[src/rtl/additive_checksum_fold_assert.svh]
// ---------------------------------------------------------------------------
// Assertion macros for the additive checksum fold block.
// Each macro expects clk and rst_n in scope.
// ---------------------------------------------------------------------------
`ifndef ADDITIVE_CHECKSUM_FOLD_ASSERT_SVH
`define ADDITIVE_CHECKSUM_FOLD_ASSERT_SVH

// plain property, checked every cycle out of reset
`define ACF_ASSERT(lbl, prop, msg) \
  lbl: assert property (@(posedge clk) disable iff (!rst_n) (prop)) else $error(msg);

// same-cycle implication
`define ACF_ASSERT_IMP(lbl, ante, cons, msg) \
  lbl: assert property (@(posedge clk) disable iff (!rst_n) (ante) |-> (cons)) \
    else $error(msg);

// next-cycle implication
`define ACF_ASSERT_NXT(lbl, ante, cons, msg) \
  lbl: assert property (@(posedge clk) disable iff (!rst_n) (ante) |=> (cons)) \
    else $error(msg);

`endif

[src/rtl/acf_pkg.sv]
`timescale 1ns / 1ps
// ---------------------------------------------------------------------------
// acf_pkg
// Shared types, constants and helper functions of the checksum fold block.
// ---------------------------------------------------------------------------
package acf_pkg;

  localparam int MAX_WORD_BYTES = 8;
  localparam int SUM_W          = 64;
  localparam int BYTE_W         = 8;
  localparam int SIZE_W         = 4;
  localparam int LANE_W         = 3;
  localparam int CFG_AW         = 2;
  localparam int FIFO_DEPTH     = 2;
  localparam int FIFO_AW        = 1;
  localparam int FIFO_CW        = 2;

  typedef enum logic [CFG_AW-1:0] {
    CFG_INIT   = 2'd0,
    CFG_WORD   = 2'd1,
    CFG_RESULT = 2'd2,
    CFG_FOLD   = 2'd3
  } cfg_idx_t;

  // effective (clamped) configuration seen by front and back
  typedef struct packed {
    logic [SIZE_W-1:0] wb;
    logic [SIZE_W-1:0] rb;
    logic              fold_en;
  } acf_cfg_t;

  typedef enum logic [1:0] {
    B_IDLE,
    B_CHECK,
    B_PASS
  } back_state_t;

  // zero counts as one, anything above the max counts as the max
  function automatic logic [SIZE_W-1:0] eff_size(input logic [SIZE_W-1:0] v);
    logic [SIZE_W-1:0] r;
    if (v == '0) r = SIZE_W'(1);
    else if (v > SIZE_W'(MAX_WORD_BYTES)) r = SIZE_W'(MAX_WORD_BYTES);
    else r = v;
    return r;
  endfunction

  // ones in the low nbytes bytes, nbytes in 1..8
  function automatic logic [SUM_W-1:0] low_mask(input logic [SIZE_W-1:0] nbytes);
    logic [SUM_W-1:0] m;
    m = '0;
    for (int i = 0; i < MAX_WORD_BYTES; i++) begin
      if (SIZE_W'(i) < nbytes) m[i*BYTE_W +: BYTE_W] = '1;
    end
    return m;
  endfunction

  // (lane + 1) mod wb by repeated subtraction, wb in 1..8
  function automatic logic [LANE_W-1:0] lane_next(input logic [LANE_W-1:0] lane,
                                                  input logic [SIZE_W-1:0] wb);
    logic [SIZE_W-1:0] r;
    r = SIZE_W'(lane) + SIZE_W'(1);
    for (int i = 0; i < MAX_WORD_BYTES; i++) begin
      if (r >= wb) r = r - wb;
    end
    return r[LANE_W-1:0];
  endfunction

endpackage

[src/rtl/additive_checksum_fold.sv]
`timescale 1ns / 1ps
// ---------------------------------------------------------------------------
// additive_checksum_fold
// Additive byte checksum with optional end-around fold, stream in and out.
// ---------------------------------------------------------------------------
// Bytes enter one per cycle on the in_ stream and are added, shifted by
// 8 * lane, into a 64-bit accumulator; lane counts modulo word_bytes. A word
// with in_tlast high closes the message: its sum is pushed into a two-entry
// queue and the front rearms at once. The back end pops a sum and, if
// fold_enable is set and both sizes are below 8, folds it: each fold pass
// adds the word_bytes-wide chunks through one shared 64-bit adder, one chunk
// per cycle. A sum costs one pop, one check per pass and a final check that
// loads the output register. The truncated result sits in that register until
// out_tready. Intake stalls while two sums are queued, which happens when
// messages close faster than the back end drains them. Registers written on
// cfg_we: 0 initial_value, 1 word_bytes, 2 result_bytes, 3 fold_enable. Write
// them while no message result is pending; no clearing pass after reset.
// ---------------------------------------------------------------------------
module additive_checksum_fold (
  input  logic                         clk,
  input  logic                         rst_n,
  // input stream
  input  logic                         in_tvalid,
  output logic                         in_tready,
  input  logic [acf_pkg::BYTE_W-1:0]   in_tdata,   // [7:0] data_byte
  input  logic                         in_tlast,   // last_byte
  // result stream
  output logic                         out_tvalid,
  input  logic                         out_tready,
  output logic [acf_pkg::SUM_W-1:0]    out_tdata,  // [63:0] checksum
  // configuration writes
  input  logic                         cfg_we,
  input  logic [acf_pkg::CFG_AW-1:0]   cfg_addr,
  input  logic [acf_pkg::SUM_W-1:0]    cfg_wdata
);
  import acf_pkg::*;

  // raw register contents, clamped below
  logic [SUM_W-1:0]  init_r;
  logic [SIZE_W-1:0] word_bytes_r;
  logic [SIZE_W-1:0] result_bytes_r;
  logic              fold_en_r;
  acf_cfg_t          cfg;

  logic              init_load;
  logic              q_push, q_pop, q_empty, q_full;
  logic [SUM_W-1:0]  q_data, q_head;

  assign init_load = cfg_we && (cfg_addr == CFG_INIT);

  always_ff @(posedge clk) begin
    if (!rst_n) begin
      init_r         <= '0;
      word_bytes_r   <= SIZE_W'(1);
      result_bytes_r <= SIZE_W'(1);
      fold_en_r      <= 1'b0;
    end else if (cfg_we) begin
      case (cfg_addr)
        CFG_INIT:   init_r         <= cfg_wdata;
        CFG_WORD:   word_bytes_r   <= cfg_wdata[SIZE_W-1:0];
        CFG_RESULT: result_bytes_r <= cfg_wdata[SIZE_W-1:0];
        CFG_FOLD:   fold_en_r      <= cfg_wdata[0];
        default: ;
      endcase
    end
  end

  always_comb begin
    cfg.wb      = eff_size(word_bytes_r);
    cfg.rb      = eff_size(result_bytes_r);
    cfg.fold_en = fold_en_r;
  end

  // front: accumulate bytes and hand on closed sums
  acf_front u_front (
    .clk             (clk),
    .rst_n           (rst_n),
    .cfg             (cfg),
    .init_value      (init_r),
    .init_load       (init_load),
    .init_load_value (cfg_wdata),
    .byte_valid      (in_tvalid),
    .byte_data       (in_tdata),
    .byte_last       (in_tlast),
    .q_full          (q_full),
    .byte_ready      (in_tready),
    .q_push          (q_push),
    .q_data          (q_data)
  );

  // queue of closed message sums
  acf_fifo u_fifo (
    .clk       (clk),
    .rst_n     (rst_n),
    .push      (q_push),
    .push_data (q_data),
    .pop       (q_pop),
    .head      (q_head),
    .empty     (q_empty),
    .full      (q_full)
  );

  // back: fold, truncate, present result
  acf_fold u_fold (
    .clk        (clk),
    .rst_n      (rst_n),
    .cfg        (cfg),
    .q_empty    (q_empty),
    .q_head     (q_head),
    .q_pop      (q_pop),
    .out_tvalid (out_tvalid),
    .out_tready (out_tready),
    .out_tdata  (out_tdata)
  );

endmodule

[src/rtl/acf_fifo.sv]
`timescale 1ns / 1ps
// ---------------------------------------------------------------------------
// acf_fifo
// Short queue of finished message sums between front and back.
// ---------------------------------------------------------------------------
module acf_fifo (
  input  logic                    clk,
  input  logic                    rst_n,
  input  logic                    push,
  input  logic [acf_pkg::SUM_W-1:0] push_data,
  input  logic                    pop,
  output logic [acf_pkg::SUM_W-1:0] head,
  output logic                    empty,
  output logic                    full
);
  import acf_pkg::*;

  logic [SUM_W-1:0]   mem_r [FIFO_DEPTH];
  logic [FIFO_AW-1:0] wr_ptr_r, wr_ptr_nxt;
  logic [FIFO_AW-1:0] rd_ptr_r, rd_ptr_nxt;
  logic [FIFO_CW-1:0] cnt_r, cnt_nxt;
  logic               do_push, do_pop;

  assign empty   = (cnt_r == '0);
  assign full    = (cnt_r == FIFO_CW'(FIFO_DEPTH));
  assign do_push = push && !full;
  assign do_pop  = pop && !empty;
  assign head    = mem_r[rd_ptr_r];

  always_comb begin
    wr_ptr_nxt = wr_ptr_r;
    rd_ptr_nxt = rd_ptr_r;
    cnt_nxt    = cnt_r;
    if (do_push) wr_ptr_nxt = (wr_ptr_r == FIFO_AW'(FIFO_DEPTH - 1)) ? '0 : wr_ptr_r + 1'b1;
    if (do_pop)  rd_ptr_nxt = (rd_ptr_r == FIFO_AW'(FIFO_DEPTH - 1)) ? '0 : rd_ptr_r + 1'b1;
    if (do_push && !do_pop) cnt_nxt = cnt_r + 1'b1;
    else if (do_pop && !do_push) cnt_nxt = cnt_r - 1'b1;
  end

  always_ff @(posedge clk) begin
    if (!rst_n) begin
      wr_ptr_r <= '0;
      rd_ptr_r <= '0;
      cnt_r    <= '0;
    end else begin
      wr_ptr_r <= wr_ptr_nxt;
      rd_ptr_r <= rd_ptr_nxt;
      cnt_r    <= cnt_nxt;
    end
  end

  always_ff @(posedge clk) begin
    if (do_push) mem_r[wr_ptr_r] <= push_data;
  end

endmodule

[src/rtl/acf_front.sv]
`timescale 1ns / 1ps
// ---------------------------------------------------------------------------
// acf_front
// Byte intake: lane-shifted accumulate, hands the sum on at the last byte.
// ---------------------------------------------------------------------------
module acf_front (
  input  logic                      clk,
  input  logic                      rst_n,
  input  acf_pkg::acf_cfg_t         cfg,
  input  logic [acf_pkg::SUM_W-1:0] init_value,
  input  logic                      init_load,
  input  logic [acf_pkg::SUM_W-1:0] init_load_value,
  input  logic                      byte_valid,
  input  logic [acf_pkg::BYTE_W-1:0] byte_data,
  input  logic                      byte_last,
  input  logic                      q_full,
  output logic                      byte_ready,
  output logic                      q_push,
  output logic [acf_pkg::SUM_W-1:0] q_data
);
  import acf_pkg::*;

  logic [SUM_W-1:0]  acc_r, acc_nxt;
  logic [LANE_W-1:0] lane_r, lane_nxt;
  logic              in_msg_r, in_msg_nxt;
  logic [SUM_W-1:0]  sum_add;
  logic              take;

  assign byte_ready = !q_full;
  assign take       = byte_valid && byte_ready;
  assign sum_add    = acc_r + (SUM_W'(byte_data) << {lane_r, 3'b000});
  assign q_push     = take && byte_last;
  assign q_data     = sum_add;

  always_comb begin
    acc_nxt    = acc_r;
    lane_nxt   = lane_r;
    in_msg_nxt = in_msg_r;
    if (take) begin
      if (byte_last) begin
        acc_nxt    = init_value;
        lane_nxt   = '0;
        in_msg_nxt = 1'b0;
      end else begin
        acc_nxt    = sum_add;
        lane_nxt   = lane_next(lane_r, cfg.wb);
        in_msg_nxt = 1'b1;
      end
    end else if (init_load && !in_msg_r) begin
      // between messages a new start value takes effect at once
      acc_nxt = init_load_value;
    end
  end

  always_ff @(posedge clk) begin
    if (!rst_n) begin
      acc_r    <= '0;
      lane_r   <= '0;
      in_msg_r <= 1'b0;
    end else begin
      acc_r    <= acc_nxt;
      lane_r   <= lane_nxt;
      in_msg_r <= in_msg_nxt;
    end
  end

endmodule

[src/rtl/acf_fold.sv]
`timescale 1ns / 1ps
`include "additive_checksum_fold_assert.svh"
// ---------------------------------------------------------------------------
// acf_fold
// End-around fold sequencer, one chunk add per cycle, and output register.
// ---------------------------------------------------------------------------
module acf_fold (
  input  logic                      clk,
  input  logic                      rst_n,
  input  acf_pkg::acf_cfg_t         cfg,
  input  logic                      q_empty,
  input  logic [acf_pkg::SUM_W-1:0] q_head,
  output logic                      q_pop,
  output logic                      out_tvalid,
  input  logic                      out_tready,
  output logic [acf_pkg::SUM_W-1:0] out_tdata
);
  import acf_pkg::*;

  back_state_t       state_r, state_nxt;
  logic [SUM_W-1:0]  val_r, val_nxt;
  logic [SUM_W-1:0]  total_r, total_nxt;
  logic [LANE_W-1:0] off_r, off_nxt;
  logic              out_valid_r, out_valid_nxt;
  logic [SUM_W-1:0]  out_data_r, out_data_nxt;
  logic [SUM_W-1:0]  chunk, chunk_sum;
  logic [SIZE_W-1:0] off_adv;
  logic              need_fold, out_free;

  assign out_free  = !out_valid_r || out_tready;
  assign chunk     = (val_r >> {off_r, 3'b000}) & low_mask(cfg.wb);
  assign chunk_sum = total_r + chunk;
  assign off_adv   = SIZE_W'(off_r) + cfg.wb;
  assign need_fold = cfg.fold_en
                  && (cfg.wb < SIZE_W'(MAX_WORD_BYTES))
                  && (cfg.rb < SIZE_W'(MAX_WORD_BYTES))
                  && (val_r > low_mask(cfg.rb))
                  && (val_r > low_mask(cfg.wb));

  always_comb begin
    state_nxt     = state_r;
    val_nxt       = val_r;
    total_nxt     = total_r;
    off_nxt       = off_r;
    out_valid_nxt = out_valid_r;
    out_data_nxt  = out_data_r;
    q_pop         = 1'b0;
    if (out_valid_r && out_tready) out_valid_nxt = 1'b0;
    case (state_r)
      B_IDLE: begin
        if (!q_empty) begin
          q_pop     = 1'b1;
          val_nxt   = q_head;
          state_nxt = B_CHECK;
        end
      end
      B_CHECK: begin
        if (need_fold) begin
          total_nxt = '0;
          off_nxt   = '0;
          state_nxt = B_PASS;
        end else if (out_free) begin
          out_valid_nxt = 1'b1;
          out_data_nxt  = val_r & low_mask(cfg.rb);
          state_nxt     = B_IDLE;
        end
      end
      B_PASS: begin
        if (off_adv >= SIZE_W'(MAX_WORD_BYTES)) begin
          val_nxt   = chunk_sum;
          state_nxt = B_CHECK;
        end else begin
          total_nxt = chunk_sum;
          off_nxt   = off_adv[LANE_W-1:0];
        end
      end
      default: state_nxt = B_IDLE;
    endcase
  end

  always_ff @(posedge clk) begin
    if (!rst_n) begin
      state_r     <= B_IDLE;
      out_valid_r <= 1'b0;
    end else begin
      state_r     <= state_nxt;
      out_valid_r <= out_valid_nxt;
    end
  end

  always_ff @(posedge clk) begin
    val_r      <= val_nxt;
    total_r    <= total_nxt;
    off_r      <= off_nxt;
    out_data_r <= out_data_nxt;
  end

  assign out_tvalid = out_valid_r;
  assign out_tdata  = out_data_r;

  `ACF_ASSERT_IMP(a_out_trunc, out_valid_r, (out_data_r & ~low_mask(cfg.rb)) == '0,
                  "checksum has bytes above result width")
  `ACF_ASSERT_IMP(a_pass_fold_en, state_r == B_PASS,
                  cfg.fold_en && (cfg.wb < SIZE_W'(MAX_WORD_BYTES)),
                  "fold pass without folding enabled")
  `ACF_ASSERT_IMP(a_pop_idle, q_pop, state_r == B_IDLE && !q_empty,
                  "queue popped while busy")
  `ACF_ASSERT_NXT(a_pop_check, q_pop, state_r == B_CHECK,
                  "popped sum not checked next cycle")

endmodule

[config.mk]
export PLATFORM = sky130hd
export DESIGN_NAME = additive_checksum_fold
export DESIGN_NICKNAME = d
export VERILOG_FILES = /design/src/rtl/acf_pkg.sv /design/src/rtl/additive_checksum_fold.sv /design/src/rtl/acf_fifo.sv /design/src/rtl/acf_front.sv /design/src/rtl/acf_fold.sv
export VERILOG_INCLUDE_DIRS = /design/src /design/src/rtl
export SDC_FILE = /design/constraint.sdc
export NUM_CORES = 1
export LEC_CHECK = 0
export BUFFER_PORTS_ARGS = -buffer_cell sky130_fd_sc_hd__buf_2
export CAP_MARGIN = 20
export CORE_MARGIN = 2
export CORE_UTILIZATION = 30
export DETAILED_ROUTE_END_ITERATION = 7
export HOLD_SLACK_MARGIN = 0.03
export PLACE_DENSITY = 0.43
export SYNTH_ARGS = -nofsm -noshare
export SYNTH_HDL_FRONTEND = slang
export SYNTH_SLANG_ARGS = --single-unit
[constraint.sdc]
create_clock -name clk -period 33.2 [get_ports clk]
set_input_delay 0 -clock clk [delete_from_list [all_inputs] [get_ports clk]]
set_output_delay 0 -clock clk [all_outputs]
set_load 0.02 [all_outputs]
==> results_dict.tcl, run 1 <==
set metrics [dict create \
    status "finished clean" \
    pin_count 146 \
    critPathKind "reg -> reg" \
    hold_class "in -> reg" \
    ctsResizeCount 0 \
    whs_path_depth 4 \
    yosys-top-cells-count "nand2_1 (434), ha_1 (359), edfxtp_1 (323), a21oi_1 (309), nor2_1 (230)" \
    yosysTopAreaCellShare 0.292 \
    place.gp.congestion 0.881 \
    setup_viol 0 \
    initial_core_util 0.303 \
    ys_seq_elements 472 \
    vias 26838 \
    antenna_found_initial 3 \
    cts_buffers 60 \
    cts_tree "built" \
    crit_start "word_bytes_r[3]" \
    hold_viol 0 \
    hold_start "in_tvalid" \
    grt_pass1_wl_um 168000 \
    critPathRequiredTime_ps 33810 \
    timing.rr.start "word_bytes_r[3]" \
    cp_max_fo 21 \
    wl_per_cell_um 21.7 \
    overflow 0 \
    num-nets-final 4107 \
    netlist_area_mm2 0.0332 \
    worstSkewPairLatency_ps 670 \
    rsz0062_at_grt "false" \
    cp_slowest_cell "fa_1" \
    place_hpwl_um 83600 \
    relSlewSlack 0.302 \
    synth-edff-count 323 \
    critical_path_arrival_ps 14080 \
    hold_buffers 72 \
    post-route-period-util 0.406 \
    wirelength_um 113000 \
    drive_gt1_frac 0.104 \
    post-cts-setup-buffer-count 0 \
    cts_root_buffer "clkbuf_16" \
    finalCriticalPeriod_ps 13470 \
    yosys-top-cells-area "edfxtp_1 (29%), ha_1 (14%), dfxtp_1 (9.0%)" \
    vias_per_cell 5.18 \
    tightest_slew_ps 1050 \
    setup_tns_ps 0 \
    ant_nets 0 \
    placement.io_buffers 145 \
    rr_worst_depth 57 \
    syn_inst 3500 \
    maxSlewViolCount 0 \
    die_x_um 337 \
    clockBufferDepth 3 \
    yosys_warnings 0 \
    finClkSkew_ps 19.3 \
    yosysUniqueCellTypes 100 \
    grt_pass1_vias 25861 \
    yosysMostFrequentCell "nand2_1" \
    grt_usage 0.196 \
    row_count 121 \
    yosysTopAreaCell "edfxtp_1" \
    firstDrtPassIters 5 \
    cp-start-kind "flip-flop" \
    die_h_um 337 \
    avgSynthCellArea_um2 9.48 \
    grt_start_max_net_pins 91 \
    fp.coreArea_mm2 0.109 \
    ys_seq_area_frac 0.382 \
    path_clk_slew_ps 60 \
    synth_ff_type "edfxtp_1" \
    clock.fmax_mhz 74.2 \
    endpoint_kind "flip-flop" \
    drtIter0Drc 1837 \
    cts_sinks 472 \
    async_flop_share 0 \
    htree_levels 2 \
    drc 0 \
    dieArea_mm2 0.113 \
    critPathMaxStageDelay_ps 570 \
    syn2layout_area_growth_pct 15.8 \
    cap_violations 0 \
]
layer usage:
metal / vias up / routed length (um) / track usage
met1: 12962 / 56500 / 0.290
li1: 13128 / - / -
met4: 4 / 2680 / 0.0526
met3: 134 / 4580 / 0.0193
met5: - / 26 / 0
met2: 610 / 48900 / 0.303
worst paths after layout:
path	endpoint	slack [ps]
worst max-delay path	u_front.lane_r[1]	19730
worst min-delay path	u_front.acc_r[40]	80
worst max register to register	u_front.lane_r[1]	19730
worst min register to register	init_r[27]	450
cells in the final DEF (no fill, tap or decap), drive strengths merged, types with 129 or more instances in the layout:
cell type | Yosys | layout
o21ai | 129 | 129
a21o | 142 | 142
edfxtp | 323 | 323
mux2i | 158 | 158
dfxtp | 149 | 149
nor2 | 231 | 231
nand2 | 435 | 435
buf | 30 | 180
ha | 359 | 359
a21oi | 311 | 311
state kept, by name, summed over array words and instances (netlist names), named ones only:
name and cells:
fold_en_r 1, init_r 64, result_bytes_r 4, u_fifo.cnt_r 2
u_fifo.mem_r 128, u_fifo.rd_ptr_r 1, u_fifo.wr_ptr_r 1, u_fold.off_r 3
u_fold.out_tdata 64, u_fold.out_tvalid 1, u_fold.state_r 2, u_fold.total_r 64
u_fold.val_r 64, u_front.acc_r 64, u_front.in_msg_r 1, u_front.lane_r 3
word_bytes_r 4
logic make-up (layout without fill, tap and decap cells):
family	count (synthesis)	after routing	share of synthesized area
muxes	198	198	0.0615
AOI/OAI and AO/OA	920	920	0.184
xor gates and xnor gates	126	126	0.0345
DFF	472	472	0.382
buffers and inverters	268	454	0.0313
other	2	25	0.000226
and+or+nand+nor	1144	1144	0.164
adders and majority gates	370	370	0.142
cell type report:
cell class,instances,area [um^2]
fill,11407,70900
multi-input combinational,2782,19600
sequential,472,12700
tap,1476,1850
timing repair buffer,252,1710
clock buffer,71,1590
clock inverter,42,611
inverter,89,337
antenna,1,2.50
worst max-delay path, delay by kind of cell, from the launching register on:
kind	cells	cell delay, ps
buffers and inverters	7	1180
flip-flops	1	530
AO/OA/AOI/OAI	23	5180
AND/OR/NAND/NOR	12	1480
adder cells (fa/ha/maj)	11	3400
multiplexers	4	1630
metrics by stage:
stage	setup slack (ps)	cells	hold slack, ps	utilization	area (um^2)
2_1_floorplan	21240	3522	125	-	33300
3_3_place_gp	19800	4997	257	0.324	35500
3_5_place_dp	19710	4998	258	0.325	35500
4_1_cts	19650	5183	32.7	0.351	38400
5_1_grt	18740	5184	73.0	0.351	38400
6_report	19730	5185	75.2	0.351	38400
Power of run 1 is not shown: default switching activity piles up to over one toggle a cycle in this logic, so the estimate is an artifact.
==> run 2: changes to the inputs <==
ABC_AREA = 1   (was not set)
PLACE_DENSITY = 0.44   (was 0.43)
clock period = 10.9 ns   (was 33.2 ns; I/O delays follow)
==> run 2 against run 1 <==
  * Cell count increased by 23%
  * Fmax increased by 30%
  * Sequential share of layout area decreased by 1.7 points
  * Flip-flop and latch count unchanged
==> results_dict.tcl, run 2 <==
set metrics [dict create \
    status "finished clean" \
    post-route-period-util 0.948 \
    largest_reg_flops 128 \
    antenna_found_initial 4 \
    rr_worst_depth 61 \
    cp_slowest_cell "fa_1" \
    clock.fmax_mhz 96.8 \
    path_depth 61 \
    htree_levels 2 \
    grt_start_max_net_pins 79 \
    synth_ff_type "edfxtp_1" \
    ant_nets 0 \
    dp_cells 6149 \
    grt_pass1_vias 31233 \
    netlist_area_mm2 0.0346 \
    cap_violations 0 \
    critPathRequiredTime_ps 11430 \
    fp.coreArea_mm2 0.114 \
    crit_start "word_bytes_r[3]" \
    wl_per_cell_um 21.4 \
    critPathMaxStageDelay_ps 410 \
    top_register "u_fifo.mem_r" \
    dieArea_mm2 0.118 \
    drive_gt1_frac 0.0960 \
    path_clk_slew_ps 60 \
    yosys-top-cells-count "nand2_1 (842), nor2_1 (678), inv_1 (460), o21ai_0 (393), a21oi_1 (362)" \
    avgSynthCellArea_um2 7.61 \
    layout_commonest_cell "nand2_1" \
    grt_use_met3 0.0232 \
    cts_sinks 472 \
    dp_slack_ps -188 \
    pin_count 146 \
    critPathKind "reg -> reg" \
    setup_viol 0 \
    synth-edff-count 323 \
    yosys_warnings 0 \
    fin_ws_ps 569 \
    met1_usage 0.310 \
    die_h_um 344 \
    cp_common_cell "nand2_1" \
    finalCriticalPeriod_ps 10330 \
    worstSkewPairLatency_ps 670 \
    placement.io_buffers 145 \
    yosys-top-cells-area "edfxtp_1 (28%), ha_1 (13%), nand2_1 (9.1%)" \
    yosysMostFrequentCell "nand2_1" \
    hold_ws_ps 102 \
    cp-start-kind "flip-flop" \
    drtIter0Drc 2226 \
    critical_path_arrival_ps 10860 \
    firstDrtPassIters 6 \
    endpoint_kind "flip-flop" \
    yosysTopAreaCell "edfxtp_1" \
    syn_inst 4551 \
    mostFrequentLayoutCells "nand2_1 (840), nor2_1 (667), inv_1 (456)" \
    row_count 124 \
    hold_viol 0 \
    overflow 0 \
    cts_buffers 60 \
    r2r-end "u_front.lane_r[1]" \
    cts_tree "built" \
    hold_class "in -> reg" \
    place_hpwl_um 108000 \
    tightest_slew_ps 1070 \
    grt_most_used_layer "met2" \
    ys_seq_area_frac 0.366 \
    crit_buf_inv 7 \
    finClkSkew_ps 28.4 \
    maxSlewViolCount 0 \
    drc 0 \
    grt_util_met2 0.369 \
    finalNonFillerCells 6367 \
    grt_usage 0.227 \
    syn2layout_area_growth_pct 17.1 \
    initial_core_util 0.303 \
    clockBufferDepth 3 \
    fillers 12237 \
    wirelength_um 136000 \
    ys_seq_elements 472 \
    critPathTopFamily "adder cells" \
    vias 32088 \
    grt_pass1_wl_um 200000 \
    yosysTopAreaCellShare 0.280 \
    place.gp.congestion 0.990 \
    reg2reg_slack_ps 570 \
    yosysUniqueCellTypes 65 \
    vias_per_cell 5.04 \
    post-cts-setup-buffer-count 0 \
    crit_end "u_front.lane_r[1]" \
    cp_max_fo 8 \
    cts_root_buffer "clkbuf_16" \
    timing.rr.start "word_bytes_r[3]" \
    die_x_um 344 \
    num-nets-final 5255 \
    relSlewSlack 0.285 \
    async_flop_share 0 \
]
run 2: cell types whose count changed after synthesis, moves of 42 or more:
cell and delta:
a21o_1 -122, a21oi_1 +53, and2_1 -78, and3_1 -43
clkbuf_1 -42, inv_1 +375, mux2i_1 -158, nand2_1 +408
nand3_1 +133, nor2_1 +448, nor2b_1 -42, o21ai_0 +273
xnor2_1 -66
run 2: worst min path at each step:
stage	from	endpoint	cells after the start	slack [ps]
floorplan	cfg_wdata[0]	word_bytes_r[0]	2	130
global placement	cfg_wdata[31]	init_r[31]	3	240
detailed placement	cfg_wdata[33]	init_r[33]	3	250
CTS	cfg_wdata[33]	init_r[33]	4	60
global route	cfg_wdata[42]	init_r[42]	4	110
finish	cfg_wdata[33]	init_r[33]	4	100
run 2: area by class of cell:
class                           count  area [um^2]  area share
Multi-Input combinational cell   3476        19900       0.490
Sequential cell                   472        12700       0.313
Timing Repair Buffer              302         2180      0.0538
Tap cell                         1512         1890      0.0467
Inverter                          493         1850      0.0457
Clock buffer                       71         1610      0.0398
Clock inverter                     39          420      0.0104
Antenna cell                        2         5.00    0.000124
run 2: stage by stage:
step | util | setup TNS [ps] | instance area, um^2
2_1_floorplan | - | 0 | 34700
3_3_place_gp | 0.326 | -457 | 37300
3_5_place_dp | 0.326 | -551 | 37300
4_1_cts | 0.353 | 0 | 40400
5_1_grt | 0.354 | -110 | 40500
6_report | 0.354 | 0 | 40500
run 2: layer usage:
| metal | wire length, um | share of wire | vias to the layer above |
|---|---|---|---|
| met2 | 61600 | 0.45 | 831 |
| met4 | 5570 | 0.041 | 0 |
| met5 | 0 | 0 | - |
| met1 | 62800 | 0.46 | 15061 |
| li1 | - | - | 15983 |
| met3 | 6080 | 0.045 | 213 |
run 2: tightest hold or removal path, stage by stage:
cell           delay [ps]
dlygate4sd3_1         520
buf_2                 100
nor2_1                 40
nor2_1                 80
run 2: timing repair:
| item | 4_1_cts | 5_1_grt |
|---|---|---|
| endpoints found under the hold margin | 145 | 0 |
| gates resized for setup | 4 | 36 |
| hold buffers | 105 | 0 |
| cloned | 0 | 0 |
| pin swaps | 0 | 4 |
| endpoints found under the setup margin | 3 | 3 |
run 2: kinds of logic (layout without fill, tap and decap cells):
| group | Yosys count | in the layout | share of synthesized area |
|---|---|---|---|
| simple gates | 1970 | 1970 | 0.241 |
| flops | 472 | 472 | 0.366 |
| compound gates | 1056 | 1056 | 0.172 |
| fa+ha+maj | 370 | 370 | 0.136 |
| other cells | 2 | 26 | 0.000217 |
| xor+xnor | 56 | 56 | 0.0155 |
| buf+inv | 625 | 905 | 0.0685 |
Power of run 2 is left out for the same reason.
